<file path="src/rtl/core/imdu_pkg.sv">
// Shared types and constants of the integer multiply/divide unit.
// No dependencies; used by every module of the unit.
package imdu_pkg;

    localparam int DATA_WIDTH = 32;
    localparam int CNT_W      = $clog2(DATA_WIDTH);
    localparam logic [CNT_W-1:0] LAST_CNT = CNT_W'(DATA_WIDTH - 1);

    typedef enum logic [2:0] {
        ACT_MUL  = 3'd0,
        ACT_DIVS = 3'd1,
        ACT_DIVU = 3'd2,
        ACT_REMS = 3'd3,
        ACT_REMU = 3'd4
    } action_t;

    typedef enum logic [1:0] {
        ST_IDLE,
        ST_RUN,
        ST_FIN
    } state_t;

    // Commands from the controller to the datapath.
    typedef struct packed {
        logic load;
        logic step;
        logic finish;
    } cmd_t;

endpackage

</file>
<file path="src/rtl/core/integer_mul_div_unit.sv">
// An accepted input beat runs 32 iterations of the shared shift/add-subtract datapath,
// then the signed result is formed into the output register once that register is free.
// No new input beat is taken while the iterations run.
// The next input is taken while a finished result waits in the output register.
// Reset (rst_n, asynchronous, active low) clears the controller and output valid.
module integer_mul_div_unit
(
    input  logic        clk,
    input  logic        rst_n,
    input  logic        s_axis_tvalid,
    output logic        s_axis_tready,
    input  logic [63:0] s_axis_tdata,   // [31:0] operand_a, [63:32] operand_b
    input  logic [2:0]  s_axis_tuser,   // [2:0] action
    output logic        m_axis_tvalid,
    input  logic        m_axis_tready,
    output logic [31:0] m_axis_tdata    // [31:0] result
);

    imdu_pkg::cmd_t cmd;

    imdu_ctrl u_ctrl
    (
        .clk       (clk),
        .rst_n     (rst_n),
        .in_valid  (s_axis_tvalid),
        .in_ready  (s_axis_tready),
        .out_valid (m_axis_tvalid),
        .out_ready (m_axis_tready),
        .cmd       (cmd)
    );

    imdu_datapath u_dp
    (
        .clk       (clk),
        .cmd       (cmd),
        .action    (s_axis_tuser),
        .operand_a (s_axis_tdata[31:0]),
        .operand_b (s_axis_tdata[63:32]),
        .result    (m_axis_tdata)
    );

endmodule

</file>
<file path="src/rtl/core/imdu_datapath.sv">
// Datapath of the multiply/divide unit: shift-add multiply, restoring divide.
// Depends on imdu_pkg; driven by commands from imdu_ctrl.
module imdu_datapath
(
    input  logic                             clk,
    input  imdu_pkg::cmd_t                   cmd,
    input  logic [2:0]                       action,
    input  logic [imdu_pkg::DATA_WIDTH-1:0]  operand_a,
    input  logic [imdu_pkg::DATA_WIDTH-1:0]  operand_b,
    output logic [imdu_pkg::DATA_WIDTH-1:0]  result
);

    localparam int W = imdu_pkg::DATA_WIDTH;

    imdu_pkg::action_t act_reg, act_next;
    logic [W-1:0] a_reg, a_next;
    logic [W-1:0] b_reg, b_next;
    logic [W-1:0] acc_reg, acc_next;
    logic         neg_q_reg, neg_q_next;
    logic         neg_r_reg, neg_r_next;
    logic         bzero_reg, bzero_next;
    logic [W-1:0] result_reg, result_next;

    imdu_pkg::action_t in_act;
    logic         signed_op;
    logic         na, nb;
    logic [W:0]   shifted;
    logic [W:0]   diff;

    assign in_act    = imdu_pkg::action_t'(action);
    assign signed_op = (in_act == imdu_pkg::ACT_DIVS) || (in_act == imdu_pkg::ACT_REMS);
    assign na        = signed_op & operand_a[W-1];
    assign nb        = signed_op & operand_b[W-1];
    assign shifted   = {acc_reg, a_reg[W-1]};
    assign diff      = shifted - {1'b0, b_reg};

    always_comb
    begin
        act_next   = act_reg;
        a_next     = a_reg;
        b_next     = b_reg;
        acc_next   = acc_reg;
        neg_q_next = neg_q_reg;
        neg_r_next = neg_r_reg;
        bzero_next = bzero_reg;
        if (cmd.load)
        begin
            act_next   = in_act;
            a_next     = na ? (~operand_a + 1'b1) : operand_a;
            b_next     = nb ? (~operand_b + 1'b1) : operand_b;
            acc_next   = '0;
            neg_q_next = na ^ nb;
            neg_r_next = na;
            bzero_next = (operand_b == '0);
        end
        else if (cmd.step)
        begin
            if (act_reg == imdu_pkg::ACT_MUL)
            begin
                acc_next = acc_reg + (b_reg[0] ? a_reg : '0);
                a_next   = {a_reg[W-2:0], 1'b0};
                b_next   = {1'b0, b_reg[W-1:1]};
            end
            else
            begin
                // A borrow out of the trial subtraction means the divisor did not fit.
                if (!diff[W])
                begin
                    acc_next = diff[W-1:0];
                    a_next   = {a_reg[W-2:0], 1'b1};
                end
                else
                begin
                    acc_next = shifted[W-1:0];
                    a_next   = {a_reg[W-2:0], 1'b0};
                end
            end
        end
    end

    always_comb
    begin
        result_next = result_reg;
        if (cmd.finish)
        begin
            case (act_reg)
                imdu_pkg::ACT_MUL:  result_next = acc_reg;
                imdu_pkg::ACT_DIVS: result_next = bzero_reg ? '0 :
                                        (neg_q_reg ? (~a_reg + 1'b1) : a_reg);
                imdu_pkg::ACT_DIVU: result_next = bzero_reg ? '0 : a_reg;
                imdu_pkg::ACT_REMS: result_next = bzero_reg ? '0 :
                                        (neg_r_reg ? (~acc_reg + 1'b1) : acc_reg);
                imdu_pkg::ACT_REMU: result_next = bzero_reg ? '0 : acc_reg;
                default:            result_next = '0;
            endcase
        end
    end

    always_ff @(posedge clk)
    begin
        act_reg    <= act_next;
        a_reg      <= a_next;
        b_reg      <= b_next;
        acc_reg    <= acc_next;
        neg_q_reg  <= neg_q_next;
        neg_r_reg  <= neg_r_next;
        bzero_reg  <= bzero_next;
        result_reg <= result_next;
    end

    assign result = result_reg;

endmodule

</file>
<file path="src/rtl/core/imdu_ctrl.sv">
// Controller of the multiply/divide unit: handshakes, iteration count, output valid.
// Depends on imdu_pkg; commands imdu_datapath.
module imdu_ctrl
(
    input  logic           clk,
    input  logic           rst_n,
    input  logic           in_valid,
    output logic           in_ready,
    output logic           out_valid,
    input  logic           out_ready,
    output imdu_pkg::cmd_t cmd
);

    imdu_pkg::state_t           state_reg, state_next;
    logic [imdu_pkg::CNT_W-1:0] cnt_reg, cnt_next;
    logic                       valid_reg, valid_next;
    logic                       out_free;

    assign out_free = !valid_reg || out_ready;

    // Outputs.
    always_comb
    begin
        in_ready   = 1'b0;
        cmd.step   = 1'b0;
        cmd.finish = 1'b0;
        case (state_reg)
            imdu_pkg::ST_IDLE: in_ready = 1'b1;
            imdu_pkg::ST_RUN:  cmd.step = 1'b1;
            imdu_pkg::ST_FIN:
            begin
                cmd.finish = out_free;
                in_ready   = out_free;
            end
            default: in_ready = 1'b0;
        endcase
        cmd.load = in_valid && in_ready;
    end

    // Next state.
    always_comb
    begin
        state_next = state_reg;
        cnt_next   = cnt_reg;
        case (state_reg)
            imdu_pkg::ST_IDLE:
            begin
                if (cmd.load)
                begin
                    state_next = imdu_pkg::ST_RUN;
                    cnt_next   = '0;
                end
            end
            imdu_pkg::ST_RUN:
            begin
                cnt_next = cnt_reg + 1'b1;
                if (cnt_reg == imdu_pkg::LAST_CNT)
                begin
                    state_next = imdu_pkg::ST_FIN;
                end
            end
            imdu_pkg::ST_FIN:
            begin
                // A new beat may start in the same cycle the result is handed over.
                if (cmd.load)
                begin
                    state_next = imdu_pkg::ST_RUN;
                    cnt_next   = '0;
                end
                else if (out_free)
                begin
                    state_next = imdu_pkg::ST_IDLE;
                end
            end
            default: state_next = imdu_pkg::ST_IDLE;
        endcase
    end

    always_comb
    begin
        valid_next = valid_reg;
        if (cmd.finish)
        begin
            valid_next = 1'b1;
        end
        else if (out_ready)
        begin
            valid_next = 1'b0;
        end
    end

    always_ff @(posedge clk or negedge rst_n)
    begin
        if (!rst_n)
        begin
            state_reg <= imdu_pkg::ST_IDLE;
            cnt_reg   <= '0;
            valid_reg <= 1'b0;
        end
        else
        begin
            state_reg <= state_next;
            cnt_reg   <= cnt_next;
            valid_reg <= valid_next;
        end
    end

    assign out_valid = valid_reg;

endmodule

</file>
<file path="config.mk">
export PLATFORM = sky130hd
export DESIGN_NAME = integer_mul_div_unit
export DESIGN_NICKNAME = d
export VERILOG_FILES = /design/src/rtl/core/imdu_pkg.sv /design/src/rtl/core/integer_mul_div_unit.sv /design/src/rtl/core/imdu_datapath.sv /design/src/rtl/core/imdu_ctrl.sv
export SDC_FILE = /design/constraint.sdc
export NUM_CORES = 1
export LEC_CHECK = 0
export BUFFER_PORTS_ARGS = -buffer_cell sky130_fd_sc_hd__buf_2
export CORE_MARGIN = 5
export CORE_UTILIZATION = 25
export DETAILED_ROUTE_END_ITERATION = 10
export GPL_TIMING_DRIVEN = 0
export PLACE_DENSITY_LB_ADDON = 0.3
export SYNTH_ARGS = -nofsm -noshare
export SYNTH_HDL_FRONTEND = slang
export SYNTH_SLANG_ARGS = --single-unit
export TNS_END_PERCENT = 10
</file>
<file path="constraint.sdc">
create_clock -name clk -period 6.77 [get_ports clk]
set_input_delay 0.3385 -clock clk [delete_from_list [all_inputs] [get_ports clk]]
set_output_delay 0.3385 -clock clk [all_outputs]
set_load 0.05 [all_outputs]
</file>
# Yosys cells after proc, flatten, opt, wreduce, memory -nomap -nowiden

Index checks and enable logic that the tools add are counted.

Add/sub/neg operators: 7
Equal/unequal tests: 13
Muxes and demuxes: 31
Bitwise operators: 7
Reduce and logical (&&, ||, !) cells: 15

Operators with widths:

| kind                                                                    | number |
|---|---|
| 32-bit two-way mux                                                      | 16 |
| 32-bit one-hot mux with 5 select lines                                  | 1 |
| 32-bit by 1-bit adder with 32-bit output, second input constant         | 4 |
| 32-bit inverter                                                         | 4 |
| 33-bit by 32-bit subtractor with 33-bit output                          | 1 |
| 32-bit adder                                                            | 1 |
| 32-bit logical NOT                                                      | 1 |
| 5-bit one-hot mux with 2 select lines                                   | 1 |
| 3-bit by 2-bit == test with 1-bit output, second input constant         | 3 |
| 2-bit two-way mux                                                       | 4 |
| 2-bit nonzero test                                                      | 4 |
| 3-bit by 1-bit == test with 1-bit output, second input constant         | 2 |
| 1-bit two-way mux                                                       | 6 |
| 2-bit one-hot mux with 3 select lines                                   | 1 |
| 5-bit by 1-bit adder with 5-bit output, second input constant           | 1 |
| 5-bit == test, second input constant                                    | 1 |
| 5-bit two-way mux                                                       | 1 |
| 2-bit by 1-bit inequality test with 1-bit output, second input constant | 2 |
| 2-bit AND reduction                                                     | 2 |
| 3-bit == test, second input constant                                    | 1 |
| 3-bit logical NOT                                                       | 1 |
| 3-bit by 2-bit inequality test with 1-bit output, second input constant | 1 |
| 3-bit AND reduction                                                     | 1 |
| 1-bit bitwise AND                                                       | 2 |
| other kinds (10)                                                        | 11 |

Flip-flop bits (word level): 142
Bits of input ports: 71
Output and inout port bits: 34

# Depth between registers and ports, before layout

Gate-level depths: netlist of run 1.

Depth after elaboration: 6
Mapped depth: 15
Gate-level depth less buffers: 12

# By module

Synthesis of run 1 repeated with hierarchy kept, for this count alone.

Cell total of the unflattened synthesis: 1570
Area total of the unflattened synthesis: 12688.4 µm²

Modules (own cells, without submodules):

| module        | instances | cells each | area each (µm²) | seq. area each (µm²) |
|---|---|---|---|---|
| imdu_datapath | 1         | 1532       | 12281.8         | 3703.6 |
| imdu_ctrl     | 1         | 38         | 406.6           | 200.2 |

# Worst setup path after synthesis of run 1

Ideal clock, no wire load.

Kind: flip-flop to flip-flop
Start: register u_ctrl.valid_reg (netlist: u_ctrl.out_valid)
End: register u_dp.b_reg[0] (enable)
Library setup time: 0.389 ns
Data arrival time: 3.031 ns
Data required time: 6.381 ns
Path slack: 3.349 ns
Stages on the path, launching flop included: 7
Period minus slack after synthesis: 3.421 ns
Cells stage by stage: dfrtp_1 -> nor2b_1 -> a21oi_1 -> nand2_1 -> clkbuf_1 -> clkbuf_1 -> nand2_1

Longest elaborated chain between the ends: 6
Elaborated cells on any way between the ends: 7
Classes of those cells: mux (1); reduce/logical (6)

RTL lines:

| what                                    | RTL line                   | source |
|---|---|---|
| start: declaration                      | imdu_ctrl.sv:16            | `logic valid_reg, valid_next;` |
| start signal: assignment                | imdu_ctrl.sv:104           | `valid_reg <= valid_next;` |
| 1-bit logical NOT *                     | imdu_ctrl.sv:19            | `assign out_free = !valid_reg \|\| out_ready;` |
| 1-bit logical OR *                      | imdu_ctrl.sv:19            |  |
| 1-bit one-hot mux with 2 select lines * | imdu_ctrl.sv:27            | `case (state_reg)` |
| net s_axis_tready                       | integer_mul_div_unit.sv:11 | `output logic s_axis_tready,` |
| 1-bit logical AND *                     | imdu_ctrl.sv:37            | `cmd.load = in_valid && in_ready;` |
| 2-bit nonzero test (no source line)     | -                          |  |
| 2-bit AND reduction (no source line) *  | -                          |  |
| end signal: assignment                  | imdu_datapath.sv:103       | `b_reg <= b_next;` |
| end: declaration                        | imdu_datapath.sv:17        | `logic [W-1:0] b_reg, b_next;` |

Mark *: on every way through the listed nets, which the timed path passes. The rest lies on a longest branch.
A chain may end at the register's enable or synchronous reset.

# Worst setup path after layout of run 1

Start: register u_dp.b_reg[0]
End: register u_dp.acc_reg[22]

Longest elaborated chain between the ends: 3
Elaborated cells on any way between the ends: 5
Classes of those cells: add/sub (2); mux (3)

RTL lines:

| what                                                                                 | RTL line                                 | source |
|---|---|---|
| 33-bit by 32-bit subtractor with 33-bit output or 32-bit two-way mux (tied branches) | imdu_datapath.sv:35, imdu_datapath.sv:60 |  |
| 32-bit two-way mux or 32-bit adder (tied branches)                                   | imdu_datapath.sv:67, imdu_datapath.sv:60 |  |
| 32-bit two-way mux *                                                                 | imdu_datapath.sv:58                      | `if (act_reg == imdu_pkg::ACT_MUL)` |
| end signal: assignment                                                               | imdu_datapath.sv:104                     | `acc_reg <= acc_next;` |
| end: declaration                                                                     | imdu_datapath.sv:18                      | `logic [W-1:0] acc_reg, acc_next;` |

Every way passes the cells marked *; elsewhere a longest branch is shown, timed or not.

==> flow_metrics.env, run 1 <==
export IMPL_status="finished, final reports clean"
export IMPL_synth_xor_area_share_pct=8.27
export IMPL_worst_pin_slew_ps=1400
export IMPL_pre_cts_slack_ps=2260
export IMPL_finalSetupViolCount=0
export IMPL_critPathCaptureType="flop"
export IMPL_grt_pass1_wl_um=69900
export IMPL_grt_usage_pct=15.9
export IMPL_final_setup_skew_ps=24.4
export IMPL_antenna_cells=0
export IMPL_initial_core_util_pct=25.1
export IMPL_cts_buffers=17
export IMPL_port_buffers=104
export IMPL_worstSetupPathType="reg2reg"
export IMPL_power_density_nw_per_um2=443
export IMPL_worstSetupStartpointType="flop"
export IMPL_routabilityCongestion=0.905
export IMPL_max_vdd_ir_drop_mv=0.197
export IMPL_postRouteAntennaNets=0
export IMPL_synth_simple_gate_area_share_pct=20.5
export IMPL_dp_hpwl_um=37000
export IMPL_cp_required_ps=7040
export IMPL_cap_violations=0
export IMPL_synth_common_cells="190 x nand2_1, 186 x o21ai_0, 135 x a21oi_1"
export IMPL_synth_distinct_cells=77
export IMPL_period_share_pct=68.9
export IMPL_cts_sink_count=142
export IMPL_multi_input_area_um2=8270
export IMPL_die_y_um=236
export IMPL_yosysWarnings=0
export IMPL_antenna_found_initial=0
export IMPL_synth_top_cell_by_area="edfxtp_1"
export IMPL_synth_edf_count=102
export IMPL_netlist_area_um2=12800
export IMPL_netlist_top_cells_area="edfxtp_1 24%, o21ai_0 7.3%, ha_1 6.8%"
export IMPL_hold_viol=0
export IMPL_whs_path_depth=1
export IMPL_synth_avg_cell_area_um2=7.98
export IMPL_drive_gt1_share_pct=9.92
export IMPL_ys_seq_area_share_pct=30.5
export IMPL_total_power_w=0.00656
export IMPL_min_path_type="in2reg"
export IMPL_regArea_um2=3900
export IMPL_nets=1874
export IMPL_worstSkewPairLatency_ps=460
export IMPL_cts_hold_buf=1
export IMPL_cts_repair_resized=0
export IMPL_post_cts_buffers=0
export IMPL_async_flop_share_pct=5.63
export IMPL_wl_per_cell_um=19.1
export IMPL_crit_path_max_fanout=10
export IMPL_yosys_register_bits=142
export IMPL_grt_pass1_vias=12058
export IMPL_row_count=83
export IMPL_synth_cells=1606
export IMPL_grt_setup_unrepaired="no"
export IMPL_muxShareOfSynthArea_pct=1.83
export IMPL_fin_tns_setup_ps=0
export IMPL_drc=0
export IMPL_grt_max_degree=33
export IMPL_max_slew_margin_pct=6.76
export IMPL_final_max_slew_viol_count=0
export IMPL_clkTransAtPathRegs_ps=60
export IMPL_cts_path_max_buffers=2
export IMPL_synth_ff_type="edfxtp_1"
export IMPL_leakage_nw=5.80
export IMPL_num_vias=12728
export IMPL_avgViaCountPerCell=5.25
export IMPL_die_w_um=236
export IMPL_ios=105
export IMPL_synth_most_common_cell="nand2_1"
export IMPL_cts_htree_levels=4
export IMPL_cts_tree="yes"
export IMPL_max_freq_mhz=215
export IMPL_drt_iter0_markers=1066
export IMPL_setup_slack_ps=2110
export IMPL_root_buffer="clkbuf_16"
export IMPL_critPathArrivalTime_ps=4930
export IMPL_period_needed_ps=4660
export IMPL_grt_overflow_total=0
export IMPL_synth_compound_area_share_pct=26.8
export IMPL_drt_first_pass_iters=5
export IMPL_drt_wl_total_um=46300
export IMPL_syn_to_final_growth_pct=15.5
export IMPL_core_area_um2=51000
export IMPL_fill_cells=5570
export IMPL_rr_worst_depth=13
export IMPL_yosysTopAreaCellShare_pct=23.9
export IMPL_syn_nets=1749
export IMPL_dieArea_um2=55900
export IMPL_synth_top_family_by_area="compound AO/OA/AOI/OAI gates"
export IMPL_yosys_area_share_adder_pct=7.15
-- logic make-up (layout without fill, tap and decap cells) --
logic type               after synthesis  after routing
AO/OA/AOI/OAI                        554            554
AND/OR/NAND/NOR                      547            547
buffers and inverters                147            285
flip-flops                           142            142
XOR/XNOR                             121            121
adder cells (fa/ha/maj)               72             72
multiplexers                          23             23
-- worst paths after layout --
kind	startpoint	to	slack [ps]
worst max register to register	u_dp.b_reg[0]	u_dp.acc_reg[22]	2110
min in group asynchronous	rst_n	u_ctrl.out_valid	260
max in group asynchronous	rst_n	u_ctrl.cnt_reg[2]	6340
worst min register to register	u_ctrl.cnt_reg[4]	u_ctrl.cnt_reg[4]	480
worst min-delay path	s_axis_tuser[1]	u_dp.act_reg[1]	70
worst max-delay path	u_dp.b_reg[0]	u_dp.acc_reg[22]	2110
-- final cells by class --
| type | instances | area share (%) |
|---|---|---|
| buffer | 75 | 2.52 |
| clock buffer | 18 | 2.90 |
| clock inverter | 14 | 0.964 |
| inverter | 72 | 1.83 |
| multi-input combinational | 1317 | 55.9 |
| sequential | 142 | 26.4 |
| tap | 680 | 5.75 |
| timing repair buffer | 106 | 3.72 |
-- layer usage --
metal  GRT usage, %  share of wire (%)  up-vias
met2           27.2                 49      345
met1           20.2                 43     6177
li1               -                  -     6160
met5              0                  0        -
met4           4.99                2.5        0
met3           3.06                5.7       46
-- worst max-delay path, cell delays in order, from the launching register on --
cell and delay [ps]:
edfxtp_1 560, ha_1 320, fa_1 420, nor2b_1 210, o31ai_1 150, a2111o_1 420, a21boi_1 310, a211oi_1 200
o21ai_0 740, and3_1 270, buf_4 190, buf_2 310, mux2i_1 250, o22ai_1 110
-- cell usage in the layout (no fill, tap or decap), types with 12 or more instances in the layout --
cell	netlist	final
nand2b_1	16	16
a31oi_1	18	18
inv_1	72	71
o211ai_1	12	12
xor2_1	47	47
o21ai_0	186	186
or3_1	21	21
nor2b_1	17	17
clkbuf_16	0	17
a211oi_1	16	16
dfxtp_1	32	32
a22oi_1	23	23
and2_1	43	43
buf_2	3	107
o21a_1	16	16
a21o_1	27	27
ha_1	70	70
nand2_1	190	189
mux2i_1	20	20
nor3_1	35	35
clkbuf_1	60	61
nor2_1	114	113
edfxtp_1	102	102
o31ai_1	21	21
xnor2_1	74	74
nand3_1	46	46
a21oi_1	135	135
-- where the power goes --
| group | switching [W] | leakage, nW | internal, W |
|---|---|---|---|
| registers | 0.000556 | 1.36 | 0.00131 |
| clock network | 0.000404 | 0.266 | 0.000540 |
| logic | 0.00222 | 4.17 | 0.00153 |
-- through the flow --
stage	instance area (µm²)	util (%)	instances	hold slack [ps]
floorplan	12800	-	1606	42.9
global placement	14200	27.8	2390	195
detailed placement	14200	27.9	2391	203
CTS	14800	29.0	2424	40.1
global route	14800	29.0	2424	48.0
finish	14800	29.0	2424	66.2
No activity file was read; power rests on OpenSTA's default activity.
==> run 2: changes to the inputs <==
clock period = 4.1 ns   (was 6.77 ns; I/O delays follow)
==> run 2 against run 1 <==
  * Total power grew 66%
  * Clock power grew 65%
  * Combinational power grew 67%
  * Core utilization grew 0.17 points
  * Setup slack lost 2000 ps
  * Clock skew is essentially flat
  * Worst hold slack lost 14 ps
  * Sequential power grew 65%
  * Non-clock buffer count grew 5
  * Sequential cell count is the same
  * Maximum frequency grew 18%
  * Largest cell class unchanged
==> flow_metrics.env, run 2 (synthesis results as in run 1) <==
export IMPL_cts_buffers=17
export IMPL_p_switching_w=0.00528
export IMPL_grt_overflow_total=0
export IMPL_fin_tns_setup_ps=0
export IMPL_antenna_cells=0
export IMPL_syn_to_final_growth_pct=16.2
export IMPL_final_max_slew_viol_count=0
export IMPL_cts_htree_levels=4
export IMPL_layout_common_cells="189 x nand2_1, 185 x o21ai_0, 135 x a21oi_1"
export IMPL_final_setup_skew_ps=24.0
export IMPL_drt_wl_total_um=46400
export IMPL_max_freq_mhz=253
export IMPL_final_common_cell="nand2_1"
export IMPL_leakage_nw=5.83
export IMPL_dp_hpwl_um=37000
export IMPL_drc=0
export IMPL_worstSetupPathType="reg2reg"
export IMPL_min_path_type="in2reg"
export IMPL_root_buffer="clkbuf_16"
export IMPL_grt_setup_unrepaired="no"
export IMPL_port_buffers=104
export IMPL_r2r_slack_ps=140
export IMPL_avgViaCountPerCell=5.24
export IMPL_dieArea_um2=55900
export IMPL_worstSkewPairLatency_ps=460
export IMPL_cp_slowest_stage_delay_ps=430
export IMPL_period_needed_ps=3960
export IMPL_p_sw_share_pct=48.4
export IMPL_whs_path_depth=3
export IMPL_status="finished, final reports clean"
export IMPL_p_clk_share_pct=14.3
export IMPL_rr_worst_depth=15
export IMPL_cp_required_ps=4280
export IMPL_cts_sink_count=142
export IMPL_num_vias=12736
export IMPL_postRouteAntennaNets=0
export IMPL_worst_pin_slew_ps=1390
export IMPL_worst_hold_startpoint="s_axis_tvalid"
export IMPL_critPathCaptureType="flop"
export IMPL_setup_slack_ps=142
export IMPL_routabilityCongestion=0.905
export IMPL_hold_viol=0
export IMPL_worstSetupStartpointType="flop"
export IMPL_period_share_pct=96.5
export IMPL_row_count=83
export IMPL_drt_iter0_markers=949
export IMPL_cts_tree="yes"
export IMPL_grt_pass1_wl_um=70100
export IMPL_die_w_um=236
export IMPL_wl_per_cell_um=19.1
export IMPL_antenna_found_initial=0
export IMPL_grt_usage_pct=15.9
export IMPL_crit_path_max_fanout=10
export IMPL_cap_violations=0
export IMPL_clkTransAtPathRegs_ps=60
export IMPL_die_y_um=236
export IMPL_hold_end="u_ctrl.state_reg[0]"
export IMPL_fin_cells=2429
export IMPL_max_slew_margin_pct=7.14
export IMPL_drive_gt1_share_pct=10.6
export IMPL_cts_path_max_buffers=2
export IMPL_crit_path_top_delay_cell="a2111o_1"
export IMPL_core_area_um2=51000
export IMPL_intPower_w=0.00561
export IMPL_ios=105
export IMPL_pre_cts_slack_ps=-409
export IMPL_combPwrFrac_pct=57.4
export IMPL_timing_rr_end="u_dp.a_reg[0]"
export IMPL_critPathArrivalTime_ps=4140
export IMPL_power_density_nw_per_um2=732
export IMPL_drt_first_pass_iters=5
export IMPL_grt_max_degree=33
export IMPL_initial_core_util_pct=25.1
export IMPL_seqPwrFrac_pct=28.3
export IMPL_finalSetupViolCount=0
export IMPL_cp_cell_sequence="inv_2, ha_2, fa_1, nor2b_2, o31ai_2, a2111o_1, a21boi_4, a211oi_2, or3_1, clkbuf_1, and3_1, buf_4, buf_2, nand3_1, o21ai_0"
export IMPL_reg2reg_from="u_dp.a_reg[31]"
export IMPL_grt_pass1_vias=12115
export IMPL_dp_cells=2391
export IMPL_max_vdd_ir_drop_mv=0.326
export IMPL_nets=1879
-- run 2: changes by cell type in the layout (fill, tap and decap cells not counted), sizes merged --
cell         delta
buf             +2
dlygate4sd3     +3
-- run 2: area by class of cell --
cell class / instances / area, µm²
Inverter: 72 / 270
Clock buffer: 18 / 429
Fill cell: 5565 / 36100
Buffer: 75 / 373
Tap cell: 680 / 851
Sequential cell: 142 / 3910
Timing Repair Buffer: 111 / 596
Multi-Input combinational cell: 1317 / 8320
Clock inverter: 14 / 143
-- run 2: worst max-delay path by stage --
stage,start,endpoint,slack (ps),cells after the start
after floorplan,u_ctrl.out_valid,u_dp.b_reg[0],680,6
after global placement,u_dp.b_reg[0],u_dp.acc_reg[22],-270,13
after detailed placement,u_dp.b_reg[0],u_dp.acc_reg[22],-410,13
after CTS,u_dp.b_reg[0],u_dp.a_reg[0],10,14
after global routing,u_dp.a_reg[31],u_dp.a_reg[0],10,15
final,u_dp.a_reg[31],u_dp.a_reg[0],140,15
-- run 2: metal layers --
metal	GRT usage, %	routed length (µm)	share of wire (%)	up-vias
met4	5.21	1300	2.8	0
met3	3.07	2460	5.3	56
li1	-	-	-	6176
met1	20.2	20000	43	6159
met2	27.2	22700	49	345
met5	0	0	0	-
-- run 2: power by group through the flow --
stage	clock network [W]	registers (W)	logic [W]
2_1_floorplan	0	0.00265	0.00468
3_3_place_gp	0	0.00311	0.00606
3_5_place_dp	0	0.00311	0.00613
4_1_cts	0.00160	0.00309	0.00620
5_1_grt	0.00166	0.00314	0.00697
6_report	0.00156	0.00308	0.00625
-- run 2: what timing repair did --
| action | in CTS | in global routing |
|---|---|---|
| hold buffers | 4 | 0 |
| gates resized for setup | 7 | 7 |
| pin swaps | 1 | 0 |
| setup buffers | 0 | 2 |
| hold endpoints to repair | 11 | 0 |
| setup endpoints to repair | 65 | 20 |
| gates cloned | 0 | 0 |
-- run 2: stage by stage --
step | total power [W] | hold WS [ps] | util [%] | instance area (µm²)
finish | 0.0109 | 52.1 | 29.2 | 14900
global route | 0.0118 | 46.6 | 29.2 | 14900
global placement | 0.00917 | 61.4 | 27.8 | 14200
detailed placement | 0.00924 | 69.1 | 27.9 | 14200
floorplan | 0.00733 | -90.6 | - | 12800
CTS | 0.0109 | 20.1 | 29.1 | 14800
-- run 2: worst max-delay path: cells and delay by family (launching register included) --
kind | cells | cell delay (ps)
buffers and inverters | 4 | 740
AO/OA/AOI/OAI | 5 | 970
adder cells (fa/ha/maj) | 2 | 640
flip-flops | 1 | 390
AND/OR/NAND/NOR | 4 | 920
==> run 3: changes to the inputs <==
SYNTH_HIERARCHICAL = 1   (was default)
==> run 3 against run 2 <==
  * Sequential share of layout area is essentially flat
  * Design area is essentially flat
  * Clock-buffer cell count shrank 1
  * Critical path depth shrank 1
  * First-iteration DRC count grew 26%
  * Global-route usage shrank 0.37 points
  * Combinational power grew 7.0%
  * Sequential cell count is the same
  * Critical path type unchanged
  * Core utilization grew 0.49 points
  * Highest routed layer unchanged
  * Register-to-register slack gained 100 ps
==> flow_metrics.env, run 3 <==
export IMPL_status="finished, final reports clean"
export IMPL_worstSkewPairLatency_ps=460
export IMPL_yosysTopAreaCellShare_pct=24.1
export IMPL_grt_setup_unrepaired="no"
export IMPL_netlist_top_cells_area="edfxtp_1 24%, a21oi_1 7.5%, ha_1 6.9%"
export IMPL_power_density_nw_per_um2=773
export IMPL_worstSetupPathType="reg2reg"
export IMPL_crit_path_top_delay_cell="edfxtp_1"
export IMPL_grt_pass1_wl_um=68900
export IMPL_critPathArrivalTime_ps=4150
export IMPL_crit_path_max_fanout=10
export IMPL_clkTransAtPathRegs_ps=60
export IMPL_grt_usage_pct=15.6
export IMPL_finalSetupViolCount=0
export IMPL_worstSetupStartpointType="flop"
export IMPL_async_flop_share_pct=5.63
export IMPL_grt_pass1_vias=12262
export IMPL_nets=1850
export IMPL_synth_common_cells="190 x a21oi_1, 164 x nor2_1, 138 x nand2_1"
export IMPL_worst_pin_slew_ps=1260
export IMPL_cts_htree_levels=4
export IMPL_syn_to_final_growth_pct=17.4
export IMPL_period_share_pct=94.1
export IMPL_fin_cells=2392
export IMPL_max_vdd_ir_drop_mv=0.357
export IMPL_layout_common_cells="189 x a21oi_1, 164 x nor2_1, 138 x nand2_1"
export IMPL_critPathCaptureType="flop"
export IMPL_worst_path_buf_inv=2
export IMPL_final_setup_skew_ps=12.4
export IMPL_drt_first_pass_iters=5
export IMPL_root_buffer="clkbuf_16"
export IMPL_netlist_area_um2=12700
export IMPL_ios=105
export IMPL_leakage_nw=5.69
export IMPL_core_area_um2=50200
export IMPL_dp_hpwl_um=35400
export IMPL_num_vias=12429
export IMPL_synth_avg_cell_area_um2=8.08
export IMPL_antenna_found_initial=0
export IMPL_hold_viol=0
export IMPL_ys_seq_area_share_pct=30.8
export IMPL_grt_max_degree=33
export IMPL_cp_slowest_stage_delay_ps=520
export IMPL_yosys_register_bits=142
export IMPL_postLayoutCellArea_um2=14900
export IMPL_period_needed_ps=3860
export IMPL_dieArea_um2=55400
export IMPL_antenna_cells=0
export IMPL_final_max_slew_viol_count=0
export IMPL_max_freq_mhz=259
export IMPL_synth_top_cell_by_area="edfxtp_1"
export IMPL_drive_gt1_share_pct=11.5
export IMPL_cp_required_ps=4390
export IMPL_total_power_w=0.0115
export IMPL_utilization_pct=29.7
export IMPL_routabilityCongestion=0.917
export IMPL_cts_path_max_buffers=2
export IMPL_die_w_um=235
export IMPL_drc=0
export IMPL_yosysWarnings=6
export IMPL_cts_buffers=17
export IMPL_cts_sink_count=142
export IMPL_drt_wl_total_um=44700
export IMPL_cts_tree="yes"
export IMPL_initial_core_util_pct=25.3
export IMPL_die_y_um=235
export IMPL_max_slew_margin_pct=16.0
export IMPL_port_buffers=104
export IMPL_cp_cell_sequence="inv_1, ha_2, fa_1, nand2b_1, a21o_1, a21oi_4, o2111ai_4, a2111oi_4, nor3_4, nor2_4, buf_8, mux2_2, o211ai_1, o31ai_1"
export IMPL_setup_slack_ps=243
export IMPL_cp_top_family="compound AO/OA/AOI/OAI gates"
export IMPL_drt_iter0_markers=1194
export IMPL_wl_per_cell_um=18.7
export IMPL_cap_violations=0
export IMPL_dp_cells=2346
export IMPL_pre_cts_slack_ps=-113
export IMPL_place_area_um2=14100
export IMPL_synth_most_common_cell="a21oi_1"
export IMPL_min_path_type="in2reg"
export IMPL_syn_nets=1713
export IMPL_avgViaCountPerCell=5.20
export IMPL_synth_cells=1570
export IMPL_final_common_cell="a21oi_1"
export IMPL_row_count=82
export IMPL_synth_distinct_cells=84
export IMPL_grt_overflow_total=0
export IMPL_synth_edf_count=102
export IMPL_postRouteAntennaNets=0
export IMPL_synth_ff_type="edfxtp_1"
-- run 3: cell count changes in the layout (fill, tap and decap cells not counted), moves of 9 or more --
cell	previous run	this run
xnor2_1	74	85
nor2_1	113	164
o21ai_0	185	113
nand3_1	46	23
a21boi_0	10	1
a21oi_1	135	189
mux2i_1	20	10
mux2_2	3	14
nand2_1	189	138
o22ai_1	7	16
-- run 3: area by class of cell --
type / count / area (µm²)
fillers: 5369 / 35300
well taps: 672 / 841
clock buffers: 17 / 425
clock inverters: 15 / 234
repair buffers: 118 / 636
inverters: 69 / 259
multi-input cells: 1284 / 8280
flip-flops and latches: 142 / 3900
plain buffers: 75 / 317
-- run 3: report_power, final --
group | leakage [nW] | switching (W) | internal [W] | total (W)
Combinational | 4.03 | 0.00377 | 0.00292 | 0.00669
Sequential | 1.34 | 0.000886 | 0.00217 | 0.00306
Clock | 0.322 | 0.000682 | 0.00109 | 0.00177
Total | 5.69 | 0.00534 | 0.00618 | 0.0115
-- run 3: logic make-up (layout without fill, tap and decap cells) --
family          Yosys count  in the layout  share of synthesized area (%)
compound gates          537            537                           26.6
xor+xnor                133            133                           9.18
buf+inv                 144            294                           4.48
fa+ha+maj                72             72                           7.22
mux                      24             24                           2.03
simple gates            518            518                           19.7
flops                   142            142                           30.8
-- run 3: path summary, 6_finish.rpt --
check                             startpoint                   to  slack [ps]  cells after the start
setup reg to reg              u_dp/a_reg[31]     u_dp/acc_reg[24]         240                     14
max in group asynchronous              rst_n    u_ctrl/cnt_reg[3]        3800                      2
hold / removal                 m_axis_tready     u_ctrl/out_valid          60                      3
hold reg to reg            u_ctrl/cnt_reg[4]    u_ctrl/cnt_reg[4]         520                      1
setup / recovery              u_dp/a_reg[31]     u_dp/acc_reg[24]         240                     14
min in group asynchronous              rst_n  u_ctrl/state_reg[1]         130                      2
-- run 3: timing repair --
item	in CTS	in global routing
buffers inserted	3	7
resized for setup	2	10
pin swaps	1	6
hold endpoints to repair	11	0
setup endpoints to repair	16	31
gates cloned	0	0
hold buffers	4	0
-- run 3: worst min-delay path: cells and delay by family --
| family | cells | cell delay, ps |
|---|---|---|
| buffers and inverters | 1 | 90 |
| and+or+nand+nor | 2 | 160 |
-- run 3: through the flow --
step           hold slack, ps  TNS [ps]
3_3_place_gp             59.7      -488
2_1_floorplan           -90.6         0
6_report                 55.5         0
3_5_place_dp             66.0      -700
5_1_grt                  73.7         0
4_1_cts                  19.0         0
-- run 3: routing by layer --
metal	part of all wire, %	global-route usage, %	wire length, µm
met1	44	20.4	19800
met2	48	26.1	21400
met3	5.1	2.30	2280
met4	2.8	5.74	1270
met5	0	0	0
